`config.mk`:
```
export PLATFORM = sky130hd
export DESIGN_NAME = bounded_uniform_integer_sampler_flat
export DESIGN_NICKNAME = d
export VERILOG_FILES = /design/src/rtl/core/buis_pkg.sv /design/src/rtl/core/buis_if.sv /design/src/rtl/core/buis_front.sv /design/src/rtl/core/buis_queue.sv /design/src/rtl/core/buis_back.sv /design/src/rtl/core/bounded_uniform_integer_sampler.sv /design/src/flat_wrapper.sv
export SDC_FILE = /design/constraint.sdc
export NUM_CORES = 2
export LEC_CHECK = 0
export ABC_AREA = 1
export BUFFER_PORTS_ARGS = -buffer_cell sky130_fd_sc_hd__buf_4
export CORE_UTILIZATION = 30
export CTS_CLUSTER_SIZE = 30
export DETAILED_ROUTE_END_ITERATION = 8
export GPL_TIMING_DRIVEN = 0
export MAX_ROUTING_LAYER = met4
export PLACE_DENSITY = 0.54
export RECOVER_POWER = 50
export SLEW_MARGIN = 5
export SYNTH_ARGS = -nofsm -noshare
export SYNTH_HDL_FRONTEND = slang
export SYNTH_SLANG_ARGS = --single-unit
```
`constraint.sdc`:
```
create_clock -name clk_i -period 9.95 [get_ports clk_i]
set_clock_uncertainty 0.05 [all_clocks]
set_input_delay 0.4975 -clock clk_i [delete_from_list [all_inputs] [get_ports clk_i]]
set_output_delay 0.4975 -clock clk_i [all_outputs]
set_load 0.05 [all_outputs]
```
`src/rtl/core/buis_pkg.sv`:
```
// Shared constants, types and helper functions of the bounded uniform integer sampler.
package buis_pkg;

  localparam int WORD_BITS     = 32;
  localparam int MAX_DRAW_BITS = 64;
  localparam int VAL_BITS      = 64;
  localparam int MAX_RESULTS   = 32;
  localparam int RES_BITS      = MAX_DRAW_BITS + WORD_BITS;
  localparam int CNT_W         = $clog2(RES_BITS + 1);
  localparam int WANT_W        = $clog2(VAL_BITS + 1);
  localparam int NRES_W        = $clog2(MAX_RESULTS + 1);
  localparam int NBYTES        = VAL_BITS / 8;
  localparam int CFG_IDX_W     = 2;
  localparam int CFG_DATA_W    = 64;
  localparam int QUEUE_DEPTH   = 2;
  localparam int QPTR_W        = $clog2(QUEUE_DEPTH);
  localparam int QCNT_W        = $clog2(QUEUE_DEPTH + 1);
  // cycles from a register write until the derived range settles
  localparam int DERIVE_LAT    = 4;
  localparam int BUSY_W        = $clog2(DERIVE_LAT + 1);

  typedef enum logic [CFG_IDX_W-1:0] {
    CFG_LOW    = 2'd0,
    CFG_HIGH   = 2'd1,
    CFG_SIGNED = 2'd2
  } buis_cfg_idx_e;

  // settled range description handed from front to back
  typedef struct packed {
    logic [VAL_BITS-1:0] lo;
    logic [VAL_BITS-1:0] range;
    logic [WANT_W-1:0]   want;
    logic                zero;
  } buis_range_t;

  // mask of the n low bits, n up to the full value width
  function automatic logic [VAL_BITS-1:0] low_mask(input logic [WANT_W-1:0] n);
    logic [VAL_BITS-1:0] m;
    m = '0;
    for (int i = 0; i < VAL_BITS; i++) begin
      if (i < int'(n)) m[i] = 1'b1;
    end
    return m;
  endfunction

  // bit width of one byte, 0..8
  function automatic logic [3:0] byte_width(input logic [7:0] b);
    logic [3:0] w;
    w = 4'd0;
    for (int i = 0; i < 8; i++) begin
      if (b[i]) w = 4'(i + 1);
    end
    return w;
  endfunction

endpackage

```
`src/rtl/core/buis_if.sv`:
```
// Valid/ready channel interfaces: random words in, samples out, register writes.
interface bus_word_if;
  import buis_pkg::*;
  logic                 valid;
  logic                 ready;
  logic [WORD_BITS-1:0] random_word;
  modport source (output valid, output random_word, input ready);
  modport sink   (input valid, input random_word, output ready);
endinterface

interface bus_sample_if;
  import buis_pkg::*;
  logic                valid;
  logic                ready;
  logic [VAL_BITS-1:0] sample_value;
  logic                last_of_word;
  modport source (output valid, output sample_value, output last_of_word, input ready);
  modport sink   (input valid, input sample_value, input last_of_word, output ready);
endinterface

interface bus_cfg_if;
  import buis_pkg::*;
  logic                  valid;
  logic                  ready;
  logic [CFG_IDX_W-1:0]  index;
  logic [CFG_DATA_W-1:0] data;
  modport source (output valid, output index, output data, input ready);
  modport sink   (input valid, input index, input data, output ready);
endinterface

```
`src/rtl/core/buis_front.sv`:
```
// Front end: configuration registers, range derivation pipeline, word intake.
module buis_front (
  input  logic                             clk_i,
  input  logic                             rst_ni,
  bus_cfg_if.sink                          cfg,
  input  logic                             word_valid_i,
  output logic                             word_ready_o,
  input  logic [buis_pkg::WORD_BITS-1:0]   word_i,
  input  logic                             q_full_i,
  output logic                             q_push_o,
  output logic [buis_pkg::WORD_BITS-1:0]   q_data_o,
  output buis_pkg::buis_range_t            range_o
);
  import buis_pkg::*;

  logic [VAL_BITS-1:0] low_q, high_q;
  logic                signed_q;
  logic [BUSY_W-1:0]   busy_q;

  logic [VAL_BITS-1:0] s1_lo_q, s1_hi_q;
  logic [VAL_BITS-1:0] s2_lo_q, s2_range_q;
  logic [VAL_BITS-1:0] s3_lo_q, s3_range_q;
  logic [NBYTES-1:0]   s3_nz_q;
  logic [3:0]          s3_bw_q [NBYTES];
  buis_range_t         s4_q;

  logic                cfg_wr;
  logic [VAL_BITS-1:0] flip;
  logic [WANT_W-1:0]   want_raw;

  assign cfg.ready = 1'b1;
  assign cfg_wr    = cfg.valid;

  // register writes
  always_ff @(posedge clk_i or negedge rst_ni) begin
    if (!rst_ni) begin
      low_q    <= '0;
      high_q   <= VAL_BITS'(255);
      signed_q <= 1'b0;
    end else if (cfg_wr) begin
      unique case (cfg.index)
        CFG_LOW:    low_q    <= cfg.data;
        CFG_HIGH:   high_q   <= cfg.data;
        CFG_SIGNED: signed_q <= cfg.data[0];
        default: ;
      endcase
    end
  end

  // hold off words until the derived range has settled
  always_ff @(posedge clk_i or negedge rst_ni) begin
    if (!rst_ni) begin
      busy_q <= BUSY_W'(DERIVE_LAT);
    end else if (cfg_wr) begin
      busy_q <= BUSY_W'(DERIVE_LAT);
    end else if (busy_q != '0) begin
      busy_q <= busy_q - 1'b1;
    end
  end

  assign flip = signed_q ? {1'b1, {(VAL_BITS-1){1'b0}}} : '0;

  // effective bound width, highest nonzero byte wins
  always_comb begin
    want_raw = '0;
    for (int b = 0; b < NBYTES; b++) begin
      if (s3_nz_q[b]) want_raw = WANT_W'(b * 8) + WANT_W'(s3_bw_q[b]);
    end
    if (want_raw > WANT_W'(MAX_DRAW_BITS)) want_raw = WANT_W'(MAX_DRAW_BITS);
  end

  // free-running derivation: select, subtract, byte widths, combine
  always_ff @(posedge clk_i) begin
    s1_hi_q    <= high_q;
    s1_lo_q    <= ((low_q ^ flip) > (high_q ^ flip)) ? high_q : low_q;
    s2_lo_q    <= s1_lo_q;
    s2_range_q <= s1_hi_q - s1_lo_q;
    s3_lo_q    <= s2_lo_q;
    s3_range_q <= s2_range_q;
    for (int b = 0; b < NBYTES; b++) begin
      s3_nz_q[b] <= |s2_range_q[b*8 +: 8];
      s3_bw_q[b] <= byte_width(s2_range_q[b*8 +: 8]);
    end
    s4_q.lo    <= s3_lo_q;
    s4_q.range <= s3_range_q;
    s4_q.want  <= want_raw;
    s4_q.zero  <= (s3_nz_q == '0);
  end

  assign range_o      = s4_q;
  assign word_ready_o = !q_full_i && (busy_q == '0);
  assign q_push_o     = word_valid_i && word_ready_o;
  assign q_data_o     = word_i;

endmodule

```
`src/rtl/core/buis_queue.sv`:
```
// Short word queue between front and back.
module buis_queue (
  input  logic                           clk_i,
  input  logic                           rst_ni,
  input  logic                           push_i,
  input  logic [buis_pkg::WORD_BITS-1:0] data_i,
  output logic                           full_o,
  input  logic                           pop_i,
  output logic [buis_pkg::WORD_BITS-1:0] data_o,
  output logic                           empty_o
);
  import buis_pkg::*;

  logic [WORD_BITS-1:0] mem_q [QUEUE_DEPTH];
  logic [QPTR_W-1:0]    wptr_q, rptr_q;
  logic [QCNT_W-1:0]    cnt_q;

  function automatic logic [QPTR_W-1:0] ptr_inc(input logic [QPTR_W-1:0] p);
    return (p == QPTR_W'(QUEUE_DEPTH - 1)) ? '0 : p + 1'b1;
  endfunction

  assign full_o  = (cnt_q == QCNT_W'(QUEUE_DEPTH));
  assign empty_o = (cnt_q == '0);
  assign data_o  = mem_q[rptr_q];

  // pointers and fill level
  always_ff @(posedge clk_i or negedge rst_ni) begin
    if (!rst_ni) begin
      wptr_q <= '0;
      rptr_q <= '0;
      cnt_q  <= '0;
    end else begin
      if (push_i) wptr_q <= ptr_inc(wptr_q);
      if (pop_i)  rptr_q <= ptr_inc(rptr_q);
      if (push_i && !pop_i)      cnt_q <= cnt_q + 1'b1;
      else if (pop_i && !push_i) cnt_q <= cnt_q - 1'b1;
    end
  end

  always_ff @(posedge clk_i) begin
    if (push_i) mem_q[wptr_q] <= data_i;
  end

endmodule

```
`src/rtl/core/buis_back.sv`:
```
// Back end: bit reservoir, candidate draw and accept, result hold and output register.
module buis_back (
  input  logic                           clk_i,
  input  logic                           rst_ni,
  input  buis_pkg::buis_range_t          range_i,
  input  logic                           q_empty_i,
  input  logic [buis_pkg::WORD_BITS-1:0] q_data_i,
  output logic                           q_pop_o,
  bus_sample_if.source                   sample_out
);
  import buis_pkg::*;

  typedef enum logic [1:0] {
    ST_IDLE = 2'b01,
    ST_DRAW = 2'b10
  } state_e;

  state_e               state_q, state_d;
  logic [RES_BITS-1:0]  res_q, res_d;
  logic [CNT_W-1:0]     cnt_q, cnt_d;
  logic [NRES_W-1:0]    nres_q, nres_d;
  logic                 zero_q, zero_d;
  logic                 pend_vld_q, pend_vld_d;
  logic [VAL_BITS-1:0]  pend_q, pend_d;
  logic                 out_vld_q, out_vld_d;
  logic [VAL_BITS-1:0]  out_val_q, out_val_d;
  logic                 out_last_q, out_last_d;

  logic                 out_free;
  logic [CNT_W-1:0]     room, take;
  logic [WORD_BITS-1:0] word_m;
  logic [VAL_BITS-1:0]  cand, sum;
  logic                 can_draw, acc;

  assign out_free = !out_vld_q || sample_out.ready;

  // append arithmetic
  always_comb begin
    room   = CNT_W'(RES_BITS) - cnt_q;
    take   = (room < CNT_W'(WORD_BITS)) ? room : CNT_W'(WORD_BITS);
    word_m = '0;
    for (int i = 0; i < WORD_BITS; i++) begin
      if (i < int'(take)) word_m[i] = q_data_i[i];
    end
  end

  // candidate from the low end of the reservoir
  assign cand     = res_q[VAL_BITS-1:0] & low_mask(range_i.want);
  assign sum      = range_i.lo + cand;
  assign acc      = (cand <= range_i.range);
  assign can_draw = !zero_q && (cnt_q >= CNT_W'(range_i.want)) &&
                    (nres_q < NRES_W'(MAX_RESULTS));

  // sequencer
  always_comb begin
    state_d    = state_q;
    res_d      = res_q;
    cnt_d      = cnt_q;
    nres_d     = nres_q;
    zero_d     = zero_q;
    pend_vld_d = pend_vld_q;
    pend_d     = pend_q;
    out_vld_d  = sample_out.ready ? 1'b0 : out_vld_q;
    out_val_d  = out_val_q;
    out_last_d = out_last_q;
    q_pop_o    = 1'b0;
    unique case (state_q)
      ST_IDLE: begin
        if (!q_empty_i) begin
          q_pop_o = 1'b1;
          res_d   = res_q | ({{(RES_BITS-WORD_BITS){1'b0}}, word_m} << cnt_q);
          cnt_d   = cnt_q + take;
          nres_d  = '0;
          zero_d  = range_i.zero;
          // a zero range yields low once, without drawing
          pend_vld_d = range_i.zero;
          pend_d     = range_i.lo;
          state_d    = ST_DRAW;
        end
      end
      ST_DRAW: begin
        if (can_draw) begin
          if (!(acc && pend_vld_q && !out_free)) begin
            res_d = res_q >> range_i.want;
            cnt_d = cnt_q - CNT_W'(range_i.want);
            if (acc) begin
              if (pend_vld_q) begin
                out_vld_d  = 1'b1;
                out_val_d  = pend_q;
                out_last_d = 1'b0;
              end
              pend_vld_d = 1'b1;
              pend_d     = sum;
              nres_d     = nres_q + 1'b1;
            end
          end
        end else if (pend_vld_q) begin
          // word exhausted or result limit reached: release the held result as last
          if (out_free) begin
            out_vld_d  = 1'b1;
            out_val_d  = pend_q;
            out_last_d = 1'b1;
            pend_vld_d = 1'b0;
            state_d    = ST_IDLE;
          end
        end else begin
          state_d = ST_IDLE;
        end
      end
      default: state_d = ST_IDLE;
    endcase
  end

  always_ff @(posedge clk_i or negedge rst_ni) begin
    if (!rst_ni) begin
      state_q    <= ST_IDLE;
      res_q      <= '0;
      cnt_q      <= '0;
      nres_q     <= '0;
      zero_q     <= 1'b0;
      pend_vld_q <= 1'b0;
      out_vld_q  <= 1'b0;
    end else begin
      state_q    <= state_d;
      res_q      <= res_d;
      cnt_q      <= cnt_d;
      nres_q     <= nres_d;
      zero_q     <= zero_d;
      pend_vld_q <= pend_vld_d;
      out_vld_q  <= out_vld_d;
    end
  end

  always_ff @(posedge clk_i) begin
    pend_q     <= pend_d;
    out_val_q  <= out_val_d;
    out_last_q <= out_last_d;
  end

  assign sample_out.valid        = out_vld_q;
  assign sample_out.sample_value = out_val_q;
  assign sample_out.last_of_word = out_last_q;

endmodule

```
`src/rtl/core/bounded_uniform_integer_sampler.sv`:
```
// Top level of the bounded uniform integer sampler.
//
// Channels: word_in takes 32-bit random words, sample_out delivers 64-bit
// samples in [low, high] with last_of_word set on the final sample of a
// word, cfg writes low_bound (0), high_bound (1) and signed_bounds (2).
// A beat moves on any channel when valid and ready are both high.
// Each word is appended LSB first to a 96-bit reservoir; candidates of the
// range's bit width are drawn from it, and those above the range dropped.
// A word loads into the reservoir as it leaves the queue, once the back end is
// idle; its candidates then pass through the draw shifter, and its last sample
// is released once no more can be drawn, one sample per cycle at most. The last
// sample of a word moves from the held register to the output register after
// its final draw; earlier ones as soon as the next is found.
// After reset and after any register write, word_in.ready is low while the
// range derivation settles; the reservoir starts empty.
// If the receiver stalls, the output register and one held sample stop the
// draw; the two-word queue keeps taking words until full.
module bounded_uniform_integer_sampler (
  input  logic          clk_i,
  input  logic          rst_ni,
  bus_word_if.sink      word_in,
  bus_cfg_if.sink       cfg,
  bus_sample_if.source  sample_out
);
  import buis_pkg::*;

  logic                 q_push, q_pop, q_full, q_empty;
  logic [WORD_BITS-1:0] q_wdata, q_rdata;
  buis_range_t          range;

  buis_front u_front (
    .clk_i        (clk_i),
    .rst_ni       (rst_ni),
    .cfg          (cfg),
    .word_valid_i (word_in.valid),
    .word_ready_o (word_in.ready),
    .word_i       (word_in.random_word),
    .q_full_i     (q_full),
    .q_push_o     (q_push),
    .q_data_o     (q_wdata),
    .range_o      (range)
  );

  buis_queue u_queue (
    .clk_i   (clk_i),
    .rst_ni  (rst_ni),
    .push_i  (q_push),
    .data_i  (q_wdata),
    .full_o  (q_full),
    .pop_i   (q_pop),
    .data_o  (q_rdata),
    .empty_o (q_empty)
  );

  buis_back u_back (
    .clk_i      (clk_i),
    .rst_ni     (rst_ni),
    .range_i    (range),
    .q_empty_i  (q_empty),
    .q_data_i   (q_rdata),
    .q_pop_o    (q_pop),
    .sample_out (sample_out)
  );

endmodule

```
`src/flat_wrapper.sv`:
```
// flat-port wrapper written by rule: the top's interface ports become plain ports
module bounded_uniform_integer_sampler_flat import buis_pkg::*;
  (clk_i, rst_ni, word_in_valid, word_in_random_word, word_in_ready, cfg_valid, cfg_index, cfg_data, cfg_ready, sample_out_valid, sample_out_sample_value, sample_out_last_of_word, sample_out_ready);
  bus_word_if word_in_i ();
  bus_cfg_if cfg_i ();
  bus_sample_if sample_out_i ();
  input  logic clk_i;
  input  logic rst_ni;
  input wire logic [$bits(word_in_i.valid)-1:0] word_in_valid;
  input wire logic [$bits(word_in_i.random_word)-1:0] word_in_random_word;
  output wire logic [$bits(word_in_i.ready)-1:0] word_in_ready;
  input wire logic [$bits(cfg_i.valid)-1:0] cfg_valid;
  input wire logic [$bits(cfg_i.index)-1:0] cfg_index;
  input wire logic [$bits(cfg_i.data)-1:0] cfg_data;
  output wire logic [$bits(cfg_i.ready)-1:0] cfg_ready;
  output wire logic [$bits(sample_out_i.valid)-1:0] sample_out_valid;
  output wire logic [$bits(sample_out_i.sample_value)-1:0] sample_out_sample_value;
  output wire logic [$bits(sample_out_i.last_of_word)-1:0] sample_out_last_of_word;
  input wire logic [$bits(sample_out_i.ready)-1:0] sample_out_ready;
  assign word_in_i.valid = word_in_valid;
  assign word_in_i.random_word = word_in_random_word;
  assign word_in_ready = word_in_i.ready;
  assign cfg_i.valid = cfg_valid;
  assign cfg_i.index = cfg_index;
  assign cfg_i.data = cfg_data;
  assign cfg_ready = cfg_i.ready;
  assign sample_out_valid = sample_out_i.valid;
  assign sample_out_sample_value = sample_out_i.sample_value;
  assign sample_out_last_of_word = sample_out_i.last_of_word;
  assign sample_out_i.ready = sample_out_ready;
  bounded_uniform_integer_sampler u_core (.clk_i(clk_i), .rst_ni(rst_ni), .word_in(word_in_i), .cfg(cfg_i), .sample_out(sample_out_i));
endmodule
```
==> impl_metrics.csv <==
group,metric,value,unit
place,gp_congestion,1.02,
worst_setup_path,cp_common_cell,"inv_1",
clock_tree,clkTransAtPathRegs,0.06,ns
clock_tree,cts_resized,0,
logic_synthesis,synth_top_flop_cell,"dfxtp_1",
worst_setup_path,slowest_stage,"nor2_1",
layout,largest_reg_flops,136,
pwr,ir_drop,0.171,mV
sta,setup_ws,2.21,ns
sta,maxSlewViolCount,94,
sta,setup_violations,0,
layout,final_area,61400,um2
logic_synthesis,synthTopCellsByArea,"dfxtp_1 (21%), nand2_1 (13%), dfrtp_1 (11%)",
worst_setup_path,timing.rr.start,"u_core.u_front.range_o[2]",
worst_setup_path,path_buf_inv,6,
pwr,power_density,433,nW/um2
detailed_routing,dr.pass1.iters,8,
layout,nFillCells,18800,
logic_synthesis,yosys.area.top_type_share,21.0,%
sta,slew_headroom,-239,%
status,status,"complete, but fails checks",
grt,antenna_found_initial,5,
logic_synthesis,seq_area_frac_synth,44.0,%
detailed_routing,vias,49900,
detailed_routing,drt_drc_violations_left,1,
layout,layout-drive-gt1-share,6.31,%
worst_setup_path,startpoint,"u_core.u_front.range_o[2]",
logic_synthesis,syn_area,52600,um2
sta,grt_setup_unrepaired,"false",
worst_setup_path,crit_chain,"buf_2, nor2_1, clkinv_1, nor2_1, inv_1, o21ai_0, inv_1, ha_1, inv_1, fa_1, inv_1, nand3_1, nand2_1, a21oi_2, o21ai_2, a21boi_0, o21ai_1, xnor2_1, o21ai_0",
pwr,leakagePower,0.0279,uW
sta,min_period_over_period,77.8,%
grt,grt_pass1_wl,359000,um
floorplanning,die_y,421,um
job,maxCapViolCount,2,
clock_tree,cts_tree,"built",
logic_synthesis,syn_area_per_cell,7.61,um2
clock_tree,cts.path.max_buffers,3,
status,violations,"design-rule violations, max-capacitance violations, max-slew violations",
floorplanning,core,174000,um2
worst_setup_path,crit_required,10.33,ns
grt,grt_pass1_vias,49600,
worst_setup_path,critPathLaunchType,"flop",
detailed_routing,antenna_left,0,
logic_synthesis,async_flop_share,25.1,%
layout,fin_nets,7667,
clock_tree,post-cts-setup-buffers,0,
logic_synthesis,synth_top_family_by_area,"simple AND/OR/NAND/NOR gates",
clock_tree,cts_buffers,104,
floorplanning,io_pins,171,
hold_path,min_path_type,"in -> reg",
place,dp_slack,2.18,ns
logic_synthesis,synthAdderAreaFrac,6.37,%
hold_path,min-delay-start,"word_in_valid",
sta,worstMarginPinSlew,5.09,ns
sta,fmax,0.129,GHz
logic_synthesis,yosys.area.top_type,"dfxtp_1",
grt,grt_max_degree,94,
clock_tree,cts_root_buf,"clkbuf_16",
logic_synthesis,ys_seq_elements,995,
floorplanning,fp.dieW,421,um
logic_synthesis,synthSimpleGateAreaFrac,25.1,%
grt,overflow,0,
logic_synthesis,synth-edff-count,193,
logic_synthesis,synthCells,6915,
detailed_routing,totalWireLength,255000,um
logic_synthesis,syn-num-nets,7284,
clock_tree,cts.sinks,995,
place,hpwl,212000,um
grt,track_usage,29.4,%
clock_tree,clk_latency,0.76,ns
logic_synthesis,synthDistinctLibCells,64,
detailed_routing,drtIter0Drc,4356,
detailed_routing,wl_per_cell,26.3,um
sta,post-route-min-period,7.74,ns
floorplanning,start_util,30.2,%
logic_synthesis,synth_warnings,0,
worst_setup_path,cpPeakStageDelay,0.89,ns
worst_setup_path,cp_top_family,"compound AO/OA/AOI/OAI gates",
worst_setup_path,path_class,"reg -> reg",
floorplanning,fp.dieArea,177000,um2
layout,area_delta_synth_final,16.7,%
logic_synthesis,synth_compound_area_share,13.8,%
worst_setup_path,endpoint_kind,"flop",
logic_synthesis,synth-xor-area-share,1.65,%
worst_setup_path,crit_fanout,10,
floorplanning,rows,153,
clock_tree,h-tree-depth,3,
worst_setup_path,cp.arrival,8.12,ns
detailed_routing,viasPerCell,5.13,
place,post_dp_cell_area,57000,um2
sta,report.final.hold_viol_count,0,
place,port_buffers,169,
logic_synthesis,synthMuxAreaShare,1.35,%
layout make-up:
cell class              instances  area [um2]  share of cell area (%)
multi-input cells            4880       25500                    41.5
flip-flops and latches        995       23100                    37.6
clock buffers                 150        3070                    5.00
well taps                    2325        2910                    4.74
inverters                     763        2860                    4.66
repair buffers                277        2330                    3.79
plain buffers                 277        1200                    1.95
clock inverters                43         440                   0.717
diodes                          8        20.0                  0.0326
worst reg2reg max path, stage by stage (launching register included):
cell,delay (ns)
dfxtp_1,0.48
buf_2,0.34
nor2_1,0.65
clkinv_1,0.88
nor2_1,0.90
inv_1,0.41
o21ai_0,0.65
inv_1,0.10
ha_1,0.22
inv_1,0.08
fa_1,0.17
inv_1,0.06
nand3_1,0.09
nand2_1,0.08
a21oi_2,0.25
o21ai_2,0.12
a21boi_0,0.56
o21ai_1,0.41
xnor2_1,0.22
o21ai_0,0.71
synthesized netlist by cell type, drive strengths merged, types with 3 or more instances:
library cell	instances
o21a	34
a211oi	29
mux2i	71
nor3	71
fa	3
a21oi	342
or2	39
a221oi	31
xnor2	41
buf	111
nor2	497
nand4	88
a22o	3
o221ai	13
edfxtp	193
nor4	19
o211ai	38
xor2	58
dfrtp	240
o21ai	654
a21o	11
clkinv	7
ha	263
clkbuf	166
o221a	3
nand3b	14
a21boi	9
dfxtp	552
nand2	1804
o2111ai	10
o22ai	10
nand3	613
nor4b	3
o21bai	18
a31oi	69
dfstp	10
inv	756
o31ai	9
metrics by stage:
stage	instances	utilization [%]	power (uW)	hold WS (ns)	TNS, ns
2_1_floorplan	6915	-	15500	0.152	0
5_1_grt	9713	35.3	28000	0.159	0
6_report	9718	35.3	26600	0.181	0
3_5_place_dp	9416	32.7	22200	0.262	0
3_3_place_gp	9409	32.6	22200	0.261	-146.37
4_1_cts	9710	35.3	26300	0.113	0
where the power goes:
part | switching [uW] | leakage [uW] | internal, uW
sequential | 1120 | 0.00951 | 5880
clock | 1700 | 0.00173 | 2260
combinational | 11600 | 0.0167 | 4020
total | 14400 | 0.0279 | 12200
placed cells by master, fill, tap and decap left out, types with 17 or more instances in the layout:
cell type      synthesis  final
nor3_1                71     71
a21oi_1              329    329
dlygate4sd3_1          0    101
or2_2                 34     34
a31oi_1               69     69
o211ai_1              38     38
a221oi_1              31     31
buf_4                  6    120
clkbuf_4               0     22
nand4_1               87     87
xor2_1                58     58
buf_1                 51     50
nor2_1               487    484
buf_2                 44     45
o21bai_1              17     17
o21ai_0              602    604
dfxtp_1              552    552
dfrtp_1              240    240
mux2i_1               71     71
nand3_1              613    613
edfxtp_1             193    193
o21ai_1               48     46
o21a_1                34     34
clkbuf_1             166    220
nor4_1                19     19
inv_1                741    741
ha_1                 263    263
xnor2_1               41     41
a211oi_1              29     29
clkbuf_16              0    108
nand2_1             1797   1796
clkbuf_8               0     21
final timing paths:
kind / endpoint / slack, ns / cells past startpoint
max reg2reg: u_core.u_back.pend_q[26] / 2.21 / 19
min reg2reg: u_core.u_front.s3_lo_q[53] / 0.27 / 0
max in group asynchronous: u_core.u_front.low_q[7] / 4.89 / 2
min: u_core.u_queue.wptr_q / 0.18 / 3
min in group asynchronous: u_core.u_front.low_q[52] / 2.07 / 2
max: u_core.u_back.pend_q[26] / 2.21 / 19
metal layers:
metal	track usage (%)	part of all wire, %	vias up
li1	-	-	23900
met1	35.0	42	24000
met2	48.2	47	1605
met5	-	0	-
met4	16.1	6.4	0
met3	3.55	4.7	465
kinds of logic after synthesis:
family | Yosys count
XOR/XNOR | 99
buffers and inverters | 1040
flip-flops | 995
AND/OR/NAND/NOR | 3150
adder cells (fa/ha/maj) | 266
multiplexers | 71
other | 1
AO/OA/AOI/OAI | 1293
repair_timing:
action	in CTS	in global routing
hold buffers	101	0
endpoints found under the hold margin	288	0
endpoints found under the setup margin	0	0
No activity file was read; power rests on OpenSTA's default activity.
